===== config.mk =====
export PLATFORM = sky130hd
export DESIGN_NAME = muon_two_eg_threshold_scan
export DESIGN_NICKNAME = d
export VERILOG_FILES = /design/src/mtes_pkg.sv /design/src/mtes_grid_ram.sv /design/src/mtes_event.sv /design/src/mtes_ctrl.sv /design/src/muon_two_eg_threshold_scan.sv
export SDC_FILE = /design/constraint.sdc
export NUM_CORES = 2
export LEC_CHECK = 0
export BUFFER_PORTS_ARGS = -buffer_cell sky130_fd_sc_hd__buf_4
export CORE_MARGIN = 8
export CORE_UTILIZATION = 50
export DETAILED_ROUTE_END_ITERATION = 8
export PLACE_DENSITY_LB_ADDON = 0.1
export SYNTH_ARGS = -nofsm -noshare
export SYNTH_HDL_FRONTEND = slang
export SYNTH_HIERARCHICAL = 1
export SYNTH_SLANG_ARGS = --single-unit

===== constraint.sdc =====
create_clock -name clock -period 10.9 [get_ports clock]
set_input_delay 1.635 -clock clock [delete_from_list [all_inputs] [get_ports clock]]
set_output_delay 1.635 -clock clock [all_outputs]
set_load 0.01 [all_outputs]

===== src/mtes_pkg.sv =====
// Shared types and constants of the muon plus e/gamma threshold scanner.
`timescale 1ns / 1ps

package mtes_pkg;

   typedef enum logic [1:0] {
      OP_MUON = 2'd0,
      OP_EG   = 2'd1,
      OP_END  = 2'd2,
      OP_READ = 2'd3
   } op_type;

   typedef enum logic [2:0] {
      CSR_MUON_ETA_LIMIT   = 3'd0,
      CSR_MUON_QUALITY_MIN = 3'd1,
      CSR_EG_ETA_LIMIT     = 3'd2,
      CSR_DR_SQUARED_LIMIT = 3'd3,
      CSR_THRESHOLD_STEP   = 3'd4
   } csr_index_type;

   typedef enum logic [2:0] {
      ST_CLEAR,
      ST_IDLE,
      ST_SQUARE,
      ST_JUDGE,
      ST_SWEEP,
      ST_READ
   } state_type;

   localparam logic [6:0]  MUON_ETA_LIMIT_RST   = 7'd23;
   localparam logic [3:0]  MUON_QUALITY_MIN_RST = 4'd12;
   localparam logic [6:0]  EG_ETA_LIMIT_RST     = 7'd25;
   localparam logic [15:0] DR_SQUARED_LIMIT_RST = 16'd528;
   localparam logic [7:0]  THRESHOLD_STEP_RST   = 8'd2;

   // Phi wraps at 144 steps per turn; the difference is folded into -72..71.
   localparam logic signed [9:0] PHI_TURN     = 10'sd144;
   localparam logic signed [9:0] PHI_HALF     = 10'sd72;
   localparam logic signed [9:0] PHI_NEG_HALF = -10'sd72;

   typedef struct packed {
      logic take;
      logic end_evt;
      logic judge;
      logic clear;
   } evt_cmd_type;

   typedef struct packed {
      logic [8:0] muon_energy;
      logic [8:0] eg_lead_energy;
      logic       pair_pass;
   } evt_status_type;

   typedef struct packed {
      logic        valid;
      logic [31:0] count;
   } read_result_type;

endpackage


===== src/mtes_grid_ram.sv =====
// Synchronous count memory with one write port and one registered read port.
`timescale 1ns / 1ps

module mtes_grid_ram #(
   parameter int DEPTH  = 100,
   parameter int WIDTH  = 32,
   parameter int ADDR_W = 7
) (
   input  logic              clock,
   input  logic              wr_en,
   input  logic [ADDR_W-1:0] wr_addr,
   input  logic [WIDTH-1:0]  wr_data,
   input  logic              rd_en,
   input  logic [ADDR_W-1:0] rd_addr,
   output logic [WIDTH-1:0]  rd_data
);

   logic [WIDTH-1:0] mem [DEPTH];
   logic [WIDTH-1:0] rd_data_ff;

   always_ff @(posedge clock) begin
      if (wr_en) begin
         mem[wr_addr] <= wr_data;
      end
      if (rd_en) begin
         rd_data_ff <= mem[rd_addr];
      end
   end

   assign rd_data = rd_data_ff;

endmodule


===== src/mtes_event.sv =====
// Per-event object selection and the squared dR test of the e/gamma pair.
`timescale 1ns / 1ps

module mtes_event
   import mtes_pkg::*;
(
   input  logic           clock,
   input  logic           reset,
   input  evt_cmd_type    cmd,
   input  op_type         req_opcode,
   input  logic [8:0]     req_energy,
   input  logic [7:0]     req_eta_pos,
   input  logic [7:0]     req_phi_pos,
   input  logic [3:0]     req_quality,
   input  logic [6:0]     muon_eta_limit,
   input  logic [3:0]     muon_quality_min,
   input  logic [6:0]     eg_eta_limit,
   input  logic [15:0]    dr_squared_limit,
   output evt_status_type status
);

   logic       muon_found_ff, muon_found_in;
   logic [8:0] muon_energy_ff, muon_energy_in;
   logic [1:0] eg_taken_ff, eg_taken_in;
   logic [8:0] eg_lead_ff, eg_lead_in;
   logic [7:0] eg_eta_ff [2];
   logic [7:0] eg_phi_ff [2];
   logic [15:0] deta_sq_ff, deta_sq_in;
   logic [12:0] dphi_sq_ff, dphi_sq_in;
   logic        pass_ff, pass_in;

   logic [7:0]         abs_eta;
   logic               muon_ok;
   logic               eg_ok;
   logic               eg_store;
   logic signed [8:0]  deta;
   logic signed [17:0] deta_sq_full;
   logic signed [9:0]  dphi_raw;
   logic signed [9:0]  dphi_mid;
   logic signed [9:0]  dphi;
   logic signed [19:0] dphi_sq_full;
   logic [16:0]        dr_sq;

   always_comb begin
      abs_eta  = req_eta_pos[7] ? 8'(-req_eta_pos) : req_eta_pos;
      muon_ok  = !muon_found_ff && (abs_eta <= {1'b0, muon_eta_limit})
                 && (req_quality >= muon_quality_min);
      eg_ok    = (eg_taken_ff != 2'd2) && (abs_eta <= {1'b0, eg_eta_limit});
      eg_store = cmd.take && (req_opcode == OP_EG) && eg_ok;

      muon_found_in  = muon_found_ff;
      muon_energy_in = muon_energy_ff;
      eg_taken_in    = eg_taken_ff;
      eg_lead_in     = eg_lead_ff;
      if (cmd.clear) begin
         muon_found_in  = 1'b0;
         muon_energy_in = '0;
         eg_taken_in    = '0;
         eg_lead_in     = '0;
      end else if (cmd.take) begin
         if (req_opcode == OP_MUON && muon_ok) begin
            muon_found_in  = 1'b1;
            muon_energy_in = req_energy;
         end
         if (eg_store) begin
            eg_taken_in = eg_taken_ff + 2'd1;
            if (eg_taken_ff == 2'd0) begin
               eg_lead_in = req_energy;
            end
         end
      end
   end

   // Square stage: the azimuth difference is folded by at most two turns each way.
   always_comb begin
      deta         = $signed({eg_eta_ff[0][7], eg_eta_ff[0]})
                     - $signed({eg_eta_ff[1][7], eg_eta_ff[1]});
      deta_sq_full = deta * deta;
      dphi_raw     = $signed({2'b00, eg_phi_ff[0]}) - $signed({2'b00, eg_phi_ff[1]});
      if (dphi_raw >= PHI_HALF) begin
         dphi_mid = dphi_raw - PHI_TURN;
      end else if (dphi_raw < PHI_NEG_HALF) begin
         dphi_mid = dphi_raw + PHI_TURN;
      end else begin
         dphi_mid = dphi_raw;
      end
      if (dphi_mid >= PHI_HALF) begin
         dphi = dphi_mid - PHI_TURN;
      end else if (dphi_mid < PHI_NEG_HALF) begin
         dphi = dphi_mid + PHI_TURN;
      end else begin
         dphi = dphi_mid;
      end
      dphi_sq_full = dphi * dphi;
      deta_sq_in   = cmd.end_evt ? 16'(deta_sq_full) : deta_sq_ff;
      dphi_sq_in   = cmd.end_evt ? 13'(dphi_sq_full) : dphi_sq_ff;

      dr_sq   = 17'(deta_sq_ff) + 17'(dphi_sq_ff);
      pass_in = cmd.judge ? ((eg_taken_ff == 2'd2) && (dr_sq <= {1'b0, dr_squared_limit}))
                          : pass_ff;
   end

   always_ff @(posedge clock) begin
      if (reset) begin
         muon_found_ff  <= 1'b0;
         muon_energy_ff <= '0;
         eg_taken_ff    <= '0;
         eg_lead_ff     <= '0;
         pass_ff        <= 1'b0;
      end else begin
         muon_found_ff  <= muon_found_in;
         muon_energy_ff <= muon_energy_in;
         eg_taken_ff    <= eg_taken_in;
         eg_lead_ff     <= eg_lead_in;
         pass_ff        <= pass_in;
      end
   end

   always_ff @(posedge clock) begin
      if (eg_store) begin
         eg_eta_ff[eg_taken_ff[0]] <= req_eta_pos;
         eg_phi_ff[eg_taken_ff[0]] <= req_phi_pos;
      end
      deta_sq_ff <= deta_sq_in;
      dphi_sq_ff <= dphi_sq_in;
   end

   assign status.muon_energy    = muon_energy_ff;
   assign status.eg_lead_energy = eg_lead_ff;
   assign status.pair_pass      = pass_ff;

endmodule


===== src/mtes_ctrl.sv =====
// Sequencer for the grid memory: clearing pass, bin sweep with write-back, bin reads.
`timescale 1ns / 1ps

module mtes_ctrl
   import mtes_pkg::*;
#(
   parameter int MUON_STEPS = 10,
   parameter int EG_STEPS   = 10,
   parameter int COUNT_BITS = 32
) (
   input  logic            clock,
   input  logic            reset,
   input  logic            req_valid,
   input  op_type          req_opcode,
   input  logic [3:0]      req_bin_muon,
   input  logic [3:0]      req_bin_eg,
   input  logic [7:0]      threshold_step,
   input  logic            rsp_busy,
   input  evt_status_type  status,
   output logic            req_stall,
   output evt_cmd_type     cmd,
   output read_result_type rd_result
);

   localparam int GRID     = MUON_STEPS * EG_STEPS;
   localparam int ADDR_W   = (GRID > 1) ? $clog2(GRID) : 1;
   localparam int M_W      = (MUON_STEPS > 1) ? $clog2(MUON_STEPS) : 1;
   localparam int E_W      = (EG_STEPS > 1) ? $clog2(EG_STEPS) : 1;
   localparam int M_THR_W  = 9 + $clog2(MUON_STEPS + 1);
   localparam int E_THR_W  = 9 + $clog2(EG_STEPS + 1);

   state_type state_ff, state_in;

   logic [ADDR_W-1:0]  addr_ff, addr_in;
   logic [M_W-1:0]     m_cnt_ff, m_cnt_in;
   logic [E_W-1:0]     e_cnt_ff, e_cnt_in;
   logic [M_THR_W-1:0] m_thr_ff, m_thr_in;
   logic [E_THR_W-1:0] e_thr_ff, e_thr_in;
   logic               wb_valid_ff, wb_valid_in;
   logic               wb_pass_ff, wb_pass_in;
   logic [ADDR_W-1:0]  wb_addr_ff, wb_addr_in;
   logic               rd_zero_ff, rd_zero_in;

   logic                  accept;
   logic                  addr_last;
   logic                  e_last;
   logic                  bin_in_range;
   logic [ADDR_W-1:0]     bin_addr;
   logic                  ram_wr_en;
   logic [ADDR_W-1:0]     ram_wr_addr;
   logic [COUNT_BITS-1:0] ram_wr_data;
   logic                  ram_rd_en;
   logic [ADDR_W-1:0]     ram_rd_addr;
   logic [COUNT_BITS-1:0] ram_rd_data;

   mtes_grid_ram #(
      .DEPTH  (GRID),
      .WIDTH  (COUNT_BITS),
      .ADDR_W (ADDR_W)
   ) u_grid_ram (
      .clock   (clock),
      .wr_en   (ram_wr_en),
      .wr_addr (ram_wr_addr),
      .wr_data (ram_wr_data),
      .rd_en   (ram_rd_en),
      .rd_addr (ram_rd_addr),
      .rd_data (ram_rd_data)
   );

   // A read waits while the last sweep write is in flight or a response is still held.
   assign req_stall = (state_ff != ST_IDLE) || wb_valid_ff
                      || (req_opcode == OP_READ && rsp_busy);
   assign accept    = req_valid && !req_stall;
   assign addr_last = (addr_ff == ADDR_W'(GRID - 1));
   assign e_last    = (e_cnt_ff == E_W'(EG_STEPS - 1));

   always_comb begin
      bin_in_range = ({2'b00, req_bin_muon} < 6'(MUON_STEPS))
                     && ({2'b00, req_bin_eg} < 6'(EG_STEPS));
      bin_addr     = ADDR_W'(req_bin_muon * EG_STEPS + req_bin_eg);
   end

   always_comb begin
      state_in = state_ff;
      unique case (state_ff)
         ST_CLEAR: begin
            if (addr_last) begin
               state_in = ST_IDLE;
            end
         end
         ST_IDLE: begin
            if (accept && req_opcode == OP_END) begin
               state_in = ST_SQUARE;
            end else if (accept && req_opcode == OP_READ) begin
               state_in = ST_READ;
            end
         end
         ST_SQUARE: state_in = ST_JUDGE;
         ST_JUDGE:  state_in = status.pair_pass ? ST_SWEEP : ST_IDLE;
         ST_SWEEP: begin
            if (addr_last) begin
               state_in = ST_IDLE;
            end
         end
         ST_READ:   state_in = ST_IDLE;
         default:   state_in = ST_IDLE;
      endcase
   end

   always_comb begin
      cmd         = '0;
      ram_rd_en   = 1'b0;
      ram_rd_addr = addr_ff;
      ram_wr_en   = wb_valid_ff && wb_pass_ff;
      ram_wr_addr = wb_addr_ff;
      ram_wr_data = (ram_rd_data == '1) ? ram_rd_data : ram_rd_data + 1'b1;
      rd_result.valid = 1'b0;
      rd_result.count = rd_zero_ff ? '0 : 32'(ram_rd_data);
      unique case (state_ff)
         ST_CLEAR: begin
            ram_wr_en   = 1'b1;
            ram_wr_addr = addr_ff;
            ram_wr_data = '0;
         end
         ST_IDLE: begin
            cmd.take    = accept && (req_opcode == OP_MUON || req_opcode == OP_EG);
            cmd.end_evt = accept && (req_opcode == OP_END);
            ram_rd_en   = accept && (req_opcode == OP_READ) && bin_in_range;
            ram_rd_addr = bin_addr;
         end
         ST_SQUARE: cmd.judge = 1'b1;
         ST_JUDGE:  cmd.clear = !status.pair_pass;
         ST_SWEEP: begin
            ram_rd_en = 1'b1;
            cmd.clear = addr_last;
         end
         ST_READ:   rd_result.valid = 1'b1;
         default: begin
         end
      endcase
   end

   always_comb begin
      addr_in     = '0;
      m_cnt_in    = '0;
      e_cnt_in    = '0;
      m_thr_in    = '0;
      e_thr_in    = '0;
      wb_valid_in = 1'b0;
      wb_pass_in  = 1'b0;
      wb_addr_in  = addr_ff;
      rd_zero_in  = rd_zero_ff;
      if (state_ff == ST_CLEAR) begin
         addr_in = addr_last ? '0 : addr_ff + 1'b1;
      end
      if (state_ff == ST_SWEEP) begin
         wb_valid_in = 1'b1;
         wb_pass_in  = (M_THR_W'(status.muon_energy) >= m_thr_ff)
                       && (E_THR_W'(status.eg_lead_energy) >= e_thr_ff);
         if (!addr_last) begin
            addr_in = addr_ff + 1'b1;
            if (e_last) begin
               m_cnt_in = m_cnt_ff + 1'b1;
               m_thr_in = m_thr_ff + M_THR_W'(threshold_step);
            end else begin
               m_cnt_in = m_cnt_ff;
               m_thr_in = m_thr_ff;
               e_cnt_in = e_cnt_ff + 1'b1;
               e_thr_in = e_thr_ff + E_THR_W'(threshold_step);
            end
         end
      end
      if (state_ff == ST_IDLE && accept && req_opcode == OP_READ) begin
         rd_zero_in = !bin_in_range;
      end
   end

   always_ff @(posedge clock) begin
      if (reset) begin
         state_ff    <= ST_CLEAR;
         addr_ff     <= '0;
         m_cnt_ff    <= '0;
         e_cnt_ff    <= '0;
         m_thr_ff    <= '0;
         e_thr_ff    <= '0;
         wb_valid_ff <= 1'b0;
      end else begin
         state_ff    <= state_in;
         addr_ff     <= addr_in;
         m_cnt_ff    <= m_cnt_in;
         e_cnt_ff    <= e_cnt_in;
         m_thr_ff    <= m_thr_in;
         e_thr_ff    <= e_thr_in;
         wb_valid_ff <= wb_valid_in;
      end
   end

   always_ff @(posedge clock) begin
      wb_pass_ff <= wb_pass_in;
      wb_addr_ff <= wb_addr_in;
      rd_zero_ff <= rd_zero_in;
   end

endmodule


===== src/muon_two_eg_threshold_scan.sv =====
// Top level of the muon plus two e/gamma threshold-grid rate scanner.
// A muon or e/gamma request is taken when it is accepted in the idle state;
// a read-bin request is answered through the registered memory read, the read
// state and the output register, and blocks the next request in the read state.
// End of event passes the square and judge states and, when the pair passes,
// sweeps every grid bin with a final write-back. Reset is synchronous; afterwards
// the grid memory is zeroed one bin per cycle while requests are stalled.
`timescale 1ns / 1ps

module muon_two_eg_threshold_scan
   import mtes_pkg::*;
#(
   parameter int MUON_STEPS = 10,
   parameter int EG_STEPS   = 10,
   parameter int COUNT_BITS = 32
) (
   input  logic        clock,
   input  logic        reset,
   input  logic        csr_write,
   input  logic [2:0]  csr_index,
   input  logic [15:0] csr_data,
   input  logic        req_valid,
   output logic        req_stall,
   input  logic [1:0]  req_opcode,
   input  logic [8:0]  req_energy,
   input  logic [7:0]  req_eta_pos,
   input  logic [7:0]  req_phi_pos,
   input  logic [3:0]  req_quality,
   input  logic [3:0]  req_bin_muon,
   input  logic [3:0]  req_bin_eg,
   output logic        rsp_valid,
   input  logic        rsp_stall,
   output logic [31:0] rsp_bin_count
);

   logic [6:0]  muon_eta_limit_ff;
   logic [3:0]  muon_quality_min_ff;
   logic [6:0]  eg_eta_limit_ff;
   logic [15:0] dr_squared_limit_ff;
   logic [7:0]  threshold_step_ff;

   logic        rsp_valid_ff, rsp_valid_in;
   logic [31:0] rsp_bin_count_ff;

   evt_cmd_type     cmd;
   evt_status_type  status;
   read_result_type rd_result;
   op_type          opcode;

   assign opcode = op_type'(req_opcode);

   always_ff @(posedge clock) begin
      if (reset) begin
         muon_eta_limit_ff   <= MUON_ETA_LIMIT_RST;
         muon_quality_min_ff <= MUON_QUALITY_MIN_RST;
         eg_eta_limit_ff     <= EG_ETA_LIMIT_RST;
         dr_squared_limit_ff <= DR_SQUARED_LIMIT_RST;
         threshold_step_ff   <= THRESHOLD_STEP_RST;
      end else if (csr_write) begin
         unique case (csr_index)
            CSR_MUON_ETA_LIMIT:   muon_eta_limit_ff   <= csr_data[6:0];
            CSR_MUON_QUALITY_MIN: muon_quality_min_ff <= csr_data[3:0];
            CSR_EG_ETA_LIMIT:     eg_eta_limit_ff     <= csr_data[6:0];
            CSR_DR_SQUARED_LIMIT: dr_squared_limit_ff <= csr_data;
            CSR_THRESHOLD_STEP:   threshold_step_ff   <= csr_data[7:0];
            default: begin
            end
         endcase
      end
   end

   mtes_event u_event (
      .clock            (clock),
      .reset            (reset),
      .cmd              (cmd),
      .req_opcode       (opcode),
      .req_energy       (req_energy),
      .req_eta_pos      (req_eta_pos),
      .req_phi_pos      (req_phi_pos),
      .req_quality      (req_quality),
      .muon_eta_limit   (muon_eta_limit_ff),
      .muon_quality_min (muon_quality_min_ff),
      .eg_eta_limit     (eg_eta_limit_ff),
      .dr_squared_limit (dr_squared_limit_ff),
      .status           (status)
   );

   mtes_ctrl #(
      .MUON_STEPS (MUON_STEPS),
      .EG_STEPS   (EG_STEPS),
      .COUNT_BITS (COUNT_BITS)
   ) u_ctrl (
      .clock          (clock),
      .reset          (reset),
      .req_valid      (req_valid),
      .req_opcode     (opcode),
      .req_bin_muon   (req_bin_muon),
      .req_bin_eg     (req_bin_eg),
      .threshold_step (threshold_step_ff),
      .rsp_busy       (rsp_valid_ff),
      .status         (status),
      .req_stall      (req_stall),
      .cmd            (cmd),
      .rd_result      (rd_result)
   );

   // Output register: a finished response waits here until it is taken.
   assign rsp_valid_in = rd_result.valid || (rsp_valid_ff && rsp_stall);

   always_ff @(posedge clock) begin
      if (reset) begin
         rsp_valid_ff <= 1'b0;
      end else begin
         rsp_valid_ff <= rsp_valid_in;
      end
   end

   always_ff @(posedge clock) begin
      if (rd_result.valid) begin
         rsp_bin_count_ff <= rd_result.count;
      end
   end

   assign rsp_valid     = rsp_valid_ff;
   assign rsp_bin_count = rsp_bin_count_ff;

endmodule


### Word level (Yosys, flattened, before mapping)

Memories as Yosys holds them, arrays and structs flattened. A register that Yosys moved wholly into a read port is not among the register bits.
Index checks and enable logic that the tools add are counted.

| operators by class | value |
|---|---|
| multipliers | 3 |
| order comparisons | 12 |
| $add $sub $neg | 15 |
| bitwise logic cells | 1 |
| reduce and logical (&&, ||, !) cells | 44 |
| muxes and demuxes | 29 |
| equal/unequal tests | 20 |

Operators with widths:

| operator | number |
|---|---|
| 32-bit 2-to-1 mux | 2 |
| 7-bit 2-to-1 mux | 6 |
| 10-bit 2-to-1 mux | 4 |
| 32-bit by 1-bit adder with 32-bit output (second input constant) | 1 |
| 32-bit == test (second input constant) | 1 |
| 13-bit by 8-bit adder with 13-bit output | 2 |
| 9-bit by 13-bit greater-or-equal comparator with 1-bit output | 2 |
| 10-bit by 9-bit adder with 10-bit output (second input constant) | 2 |
| 10-bit by 8-bit greater-or-equal comparator with 1-bit output (second input constant) | 2 |
| 10-bit by 8-bit < comparator with 1-bit output (second input constant) | 2 |
| 10-bit by 9-bit subtractor with 10-bit output (second input constant) | 2 |
| 1-bit logical AND | 19 |
| 8-bit by 8-bit subtractor with 9-bit output | 2 |
| 16-bit by 13-bit adder with 17-bit output | 1 |
| 17-bit by 16-bit <= comparator with 1-bit output | 1 |
| 8-bit by 7-bit <= comparator with 1-bit output | 2 |
| 9-bit by 9-bit multiplier with 16-bit output | 1 |
| 2-bit AND reduction | 8 |
| 10-bit by 10-bit multiplier with 13-bit output | 1 |
| 3-bit by 2-bit == test with 1-bit output (second input constant) | 4 |
| 3-bit 2-to-1 mux | 4 |
| 3-bit one-hot mux with 4 select lines | 1 |
| 3-bit == test (second input constant) | 3 |
| 4-bit < comparator (second input constant) | 2 |
| other kinds (28) | 49 |

| word-level totals | value |
|---|---|
| word-level logic and storage cells | 150 |
| memory bits (writable) | 3232 |
| memories kept | 3 |
| bits in registers | 176 |

Memories:

| memory | words | width | read ports | clocked after memory_dff | wr ports | line | text |
|---|---|---|---|---|---|---|---|
| u_ctrl.u_grid_ram.mem | 100 | 32 | 1 | 1 | 1 | mtes_grid_ram.sv:18 | `logic [WIDTH-1:0] mem [DEPTH];` |
| u_event.eg_eta_ff | 2 | 8 | 2 | 0 | 1 | mtes_event.sv:26 | `logic [7:0] eg_eta_ff [2];` |
| u_event.eg_phi_ff | 2 | 8 | 2 | 0 | 1 | mtes_event.sv:27 | `logic [7:0] eg_phi_ff [2];` |

### Logic depth before layout (Yosys ltp)

| logic depth | value |
|---|---|
| depth in word-level cells | 11 |
| mapped depth | 41 |
| mapped depth without buffers | 41 |

### By module

The synthesis kept the hierarchy.

By module, submodules not included:

| module | cells each | instances | area each (µm²) |
|---|---|---|---|
| mtes_grid_ram | 5502 | 1 | 123236.9 |
| mtes_event | 1015 | 1 | 9826.9 |
| mtes_ctrl | 604 | 1 | 4544.4 |
| muon_two_eg_threshold_scan | 203 | 1 | 2751.4 |

### Worst setup path after synthesis

No wires, ideal clock.

| timing path | value |
|---|---|
| path kind | register to register |
| start | mem u_event.eg_phi_ff[0][0] |
| end | reg u_event.dphi_sq_ff[12], data pin |
| cell stages (with the launch flop) | 38 |
| buffers on the path | 0 |
| slack | 2.825 ns |
| setup time | 0.260 ns |
| data arrival time | 7.815 ns |
| cells stage by stage | edfxtp_1 -> inv_1 -> ha_1 -> inv_1 -> fa_1 -> a21o_2 -> a21oi_4 -> xnor2_4 -> inv_4 -> o31ai_4 -> and2_1 -> mux2i_1 -> mux2i_1 -> ha_1 -> nand2_1 -> nand4_1 -> a311o_1 -> nor4b_4 -> [2 not listed] -> inv_1 -> fa_1 -> inv_1 -> ha_1 -> and3_1 -> a221o_1 -> fa_1 -> fa_1 -> inv_1 -> fa_1 -> inv_1 -> ha_1 -> a21oi_1 -> o21ai_0 -> xnor2_1 -> xnor2_1 -> xnor2_1 -> xnor2_1 |

RTL lines:

| what | line | text |
|---|---|---|
| start, declared | mtes_event.sv:27 |  |
| end signal, assigned | mtes_event.sv:125 | `dphi_sq_ff <= dphi_sq_in;` |
| end, declared | mtes_event.sv:29 | `logic [12:0] dphi_sq_ff, dphi_sq_in;` |

==> impl_metrics.yaml <==
grt:
  grt_max_degree: 116
  gr-total-overflow: 0
  grt_use_total_pct: 25.6
  grt_pass1_vias: 73400
  grt_first_pass_wirelength_mm: 549
  grt_antenna_before_repair: 22
routing:
  drt_iter0_markers: 9227
  wl_per_cell_microns: 33.2
  drc: 0
  dr.pass1.iters: 5
  via_count: 73800
  totalWireLength_mm: 387
  postRouteAntennaNets: 0
  vias_per_cell: 6.32
critical_path:
  path_common_cell: "inv_1"
  rr_startpoint: "u_event/eg_phi_ff[0][0]"
  criticalPathCategory: "reg -> reg"
  r2r_end: "u_event/dphi_sq_ff[12]"
  crit_fanout: 8
  critical_path.startpoint_type: "flop"
  crit_arrival_ps: 9610
  slowest_delay_ps: 540
  cp-startpoint: "u_event/eg_phi_ff[0][0]"
  crit_end: "u_event/dphi_sq_ff[12]"
  rr_worst_depth: 37
  endpoint_kind: "flop"
  slowest_stage: "fa_1"
  crit_required_ps: 11510
  ff2ff_setup_slack_ps: 1900
hold_path:
  hold_path_class: "reg -> reg"
timing:
  slew-limit-headroom_pct: 10.3
  fin_tns_setup_ps: 0
  finalCriticalPeriod_ps: 9000
  clock_skew_ps: 59.2
  setup_viol: 0
  period_share_pct: 82.6
  rsz0062_at_grt: "false"
  worst_pin_slew_ps: 1350
  slew_viol_final: 0
  hold_slack_ps: 449
  max_freq_mhz: 111
  setup_ws_ps: 1900
  final_hold_viol_count: 0
cts:
  cts_buffers: 356
  cts_sinks: 3438
  insertion_delay_ps: 940
  clk_path_buf_depth: 4
  clk_transition_reported_paths_ps: 60
  hold_buffers: 0
  cts_resized: 0
  htree_levels: 5
  cts_root_buffer: "clkbuf_16"
  cts_tree: "yes"
  post_cts_buffers: 0
cells_and_area:
  drive_gt1_share_pct: 22.2
  fin_nets: 8002
  area_growth_pct: 12.9
  finalInstanceArea_sq_mm: 0.158
floorplanning:
  die_width_microns: 546
  core_area_sq_mm: 0.279
  die_y_microns: 546
  initial_core_util_pct: 50.2
  dieArea_sq_mm: 0.298
  io_pins: 97
  fp-row-count: 194
place:
  dp_slack_ps: 1940
  dpl.hpwl_mm: 225
  gp_congestion: 0.885
  detailed_place.area_sq_mm: 0.147
  io_buffers: 96
power:
  ir_drop_mv: 0.134
  power_density_mw_per_mm2: 175
  p_total_mw: 27.7
  power.leakage_nw: 48.3
logic_synthesis:
  synth_edf_count: 3324
  synth_warnings: 6
  syn_avg_cell_area_sq_um: 19.2
  synth_ff_type: "edfxtp_1"
  synth_nets: 7667
  ys_seq_area_share_pct: 72.7
  yosysUniqueCellTypes: 102
  async_flop_share_pct: 0
  synth_seq_cells: 3438
  netlist_instances: 7324
  syn_area_sq_mm: 0.140
status:
  status: "complete, no violations"
run:
  maxCapViolations: 0
flip-flops by register name, indices dropped and copies added, names as in the netlist, 8 cells and up:
register,cells
u_event/deta_sq_ff,15
u_ctrl/u_grid_ram/mem,3200
u_event/eg_lead_ff,9
u_ctrl/e_thr_ff,13
u_event/muon_energy_ff,9
u_ctrl/m_thr_ff,13
u_event/eg_eta_ff,16
u_ctrl/u_grid_ram/rd_data,32
threshold_step_ff,8
dr_squared_limit_ff,16
u_event/eg_phi_ff,16
u_event/dphi_sq_ff,12
rsp_bin_count,32
kinds of logic after synthesis:
| logic type | count (synthesis) | share of synthesized area [%] |
|---|---|---|
| muxes | 1050 | 13.9 |
| AOI/OAI and AO/OA | 784 | 3.90 |
| buffers and inverters | 623 | 2.11 |
| adders and majority gates | 280 | 3.01 |
| DFF | 3438 | 72.7 |
| xor gates and xnor gates | 103 | 0.667 |
| and+or+nand+nor | 1046 | 3.63 |
layer usage:
layer | track usage [%] | part of all wire [%] | routed length, microns
met5 | 0 | 0.011 | 41
met4 | 8.13 | 3.6 | 13800
met3 | 4.91 | 9.6 | 37100
met2 | 39.0 | 45 | 176000
met1 | 37.6 | 41 | 160000
layout by cell type (no fill, tap or decap), types with 23 or more instances in the layout:
cell          n
clkinv_1     72
mux2i_1     320
buf_4       315
nor3_1       40
ha_1        183
a21o_1       30
nand2b_1     73
clkbuf_16   362
edfxtp_1   3324
bufinv_16    30
dfxtp_1     114
inv_1       259
nor2_1      184
nand3_1     104
fa_1         97
a221oi_1     44
o21ai_0     131
nor2_4      109
or3_1        28
clkbuf_1     80
nor2b_1      59
xnor2_1      78
mux4_2      723
o22ai_1      27
a22oi_1     196
a21oi_1      99
nand2_1     262
clkinv_2     67
a31oi_1      25
o21bai_1     23
nand4_1      51
cells in the mapped netlist (78+ instances only):
master | number | area share (%)
dfxtp_1 | 114 | 1.6
a21oi_1 | 118 | 0.42
nand2_1 | 267 | 0.71
ha_1 | 183 | 1.6
edfxtp_1 | 3324 | 71
nand3_1 | 105 | 0.37
buf_2 | 107 | 0.38
clkbuf_1 | 148 | 0.40
o21ai_0 | 137 | 0.49
fa_1 | 97 | 1.4
nor2_1 | 295 | 0.79
mux4_2 | 723 | 12
mux2i_1 | 321 | 2.3
xnor2_1 | 78 | 0.49
a22oi_1 | 196 | 1.0
inv_1 | 261 | 0.70
worst min-delay path by stage:
| stage | start | end | cells after the start |
|---|---|---|---|
| finish | u_ctrl/addr_ff[0] | u_ctrl/wb_addr_ff[0] | 0 |
| detailed placement | u_ctrl/addr_ff[0] | u_ctrl/wb_addr_ff[0] | 0 |
| CTS | u_ctrl/addr_ff[0] | u_ctrl/wb_addr_ff[0] | 0 |
| floorplan | u_ctrl/addr_ff[1] | u_ctrl/wb_addr_ff[1] | 0 |
| global route | u_ctrl/addr_ff[1] | u_ctrl/wb_addr_ff[1] | 0 |
| global placement | u_ctrl/addr_ff[0] | u_ctrl/wb_addr_ff[0] | 0 |
layout make-up:
| cell class | instances | area [sq um] |
|---|---|---|
| fillers | 21000 | 121000 |
| flip-flops and latches | 3438 | 102000 |
| multi-input cells | 3263 | 36500 |
| clock buffers | 450 | 9470 |
| well taps | 3724 | 4660 |
| repair buffers | 330 | 2670 |
| clock inverters | 195 | 1970 |
| inverters | 270 | 1020 |
| diodes | 6 | 15.0 |
per-stage QoR:
step	instances	util, %
6_report	11700	56.7
3_5_place_dp	11000	52.6
4_1_cts	11700	56.7
3_3_place_gp	11000	52.6
5_1_grt	11700	56.7
2_1_floorplan	7324	-
critical path: cells and delay by family, from the launching register on:
| kind | cells | cell delay, ps |
|---|---|---|
| adders and majority gates | 9 | 3510 |
| muxes | 2 | 430 |
| and+or+nand+nor | 6 | 1430 |
| buffers and inverters | 8 | 530 |
| DFF | 1 | 350 |
| AOI/OAI and AO/OA | 7 | 1680 |
| xor gates and xnor gates | 5 | 770 |
power breakdown:
part           switching (mW)  internal, mW
logic                   0.881         0.541
registers              0.0140          14.3
clock network            5.06          6.89
total                    5.95          21.8
Note: power is estimated with default switching activity, not from simulation.
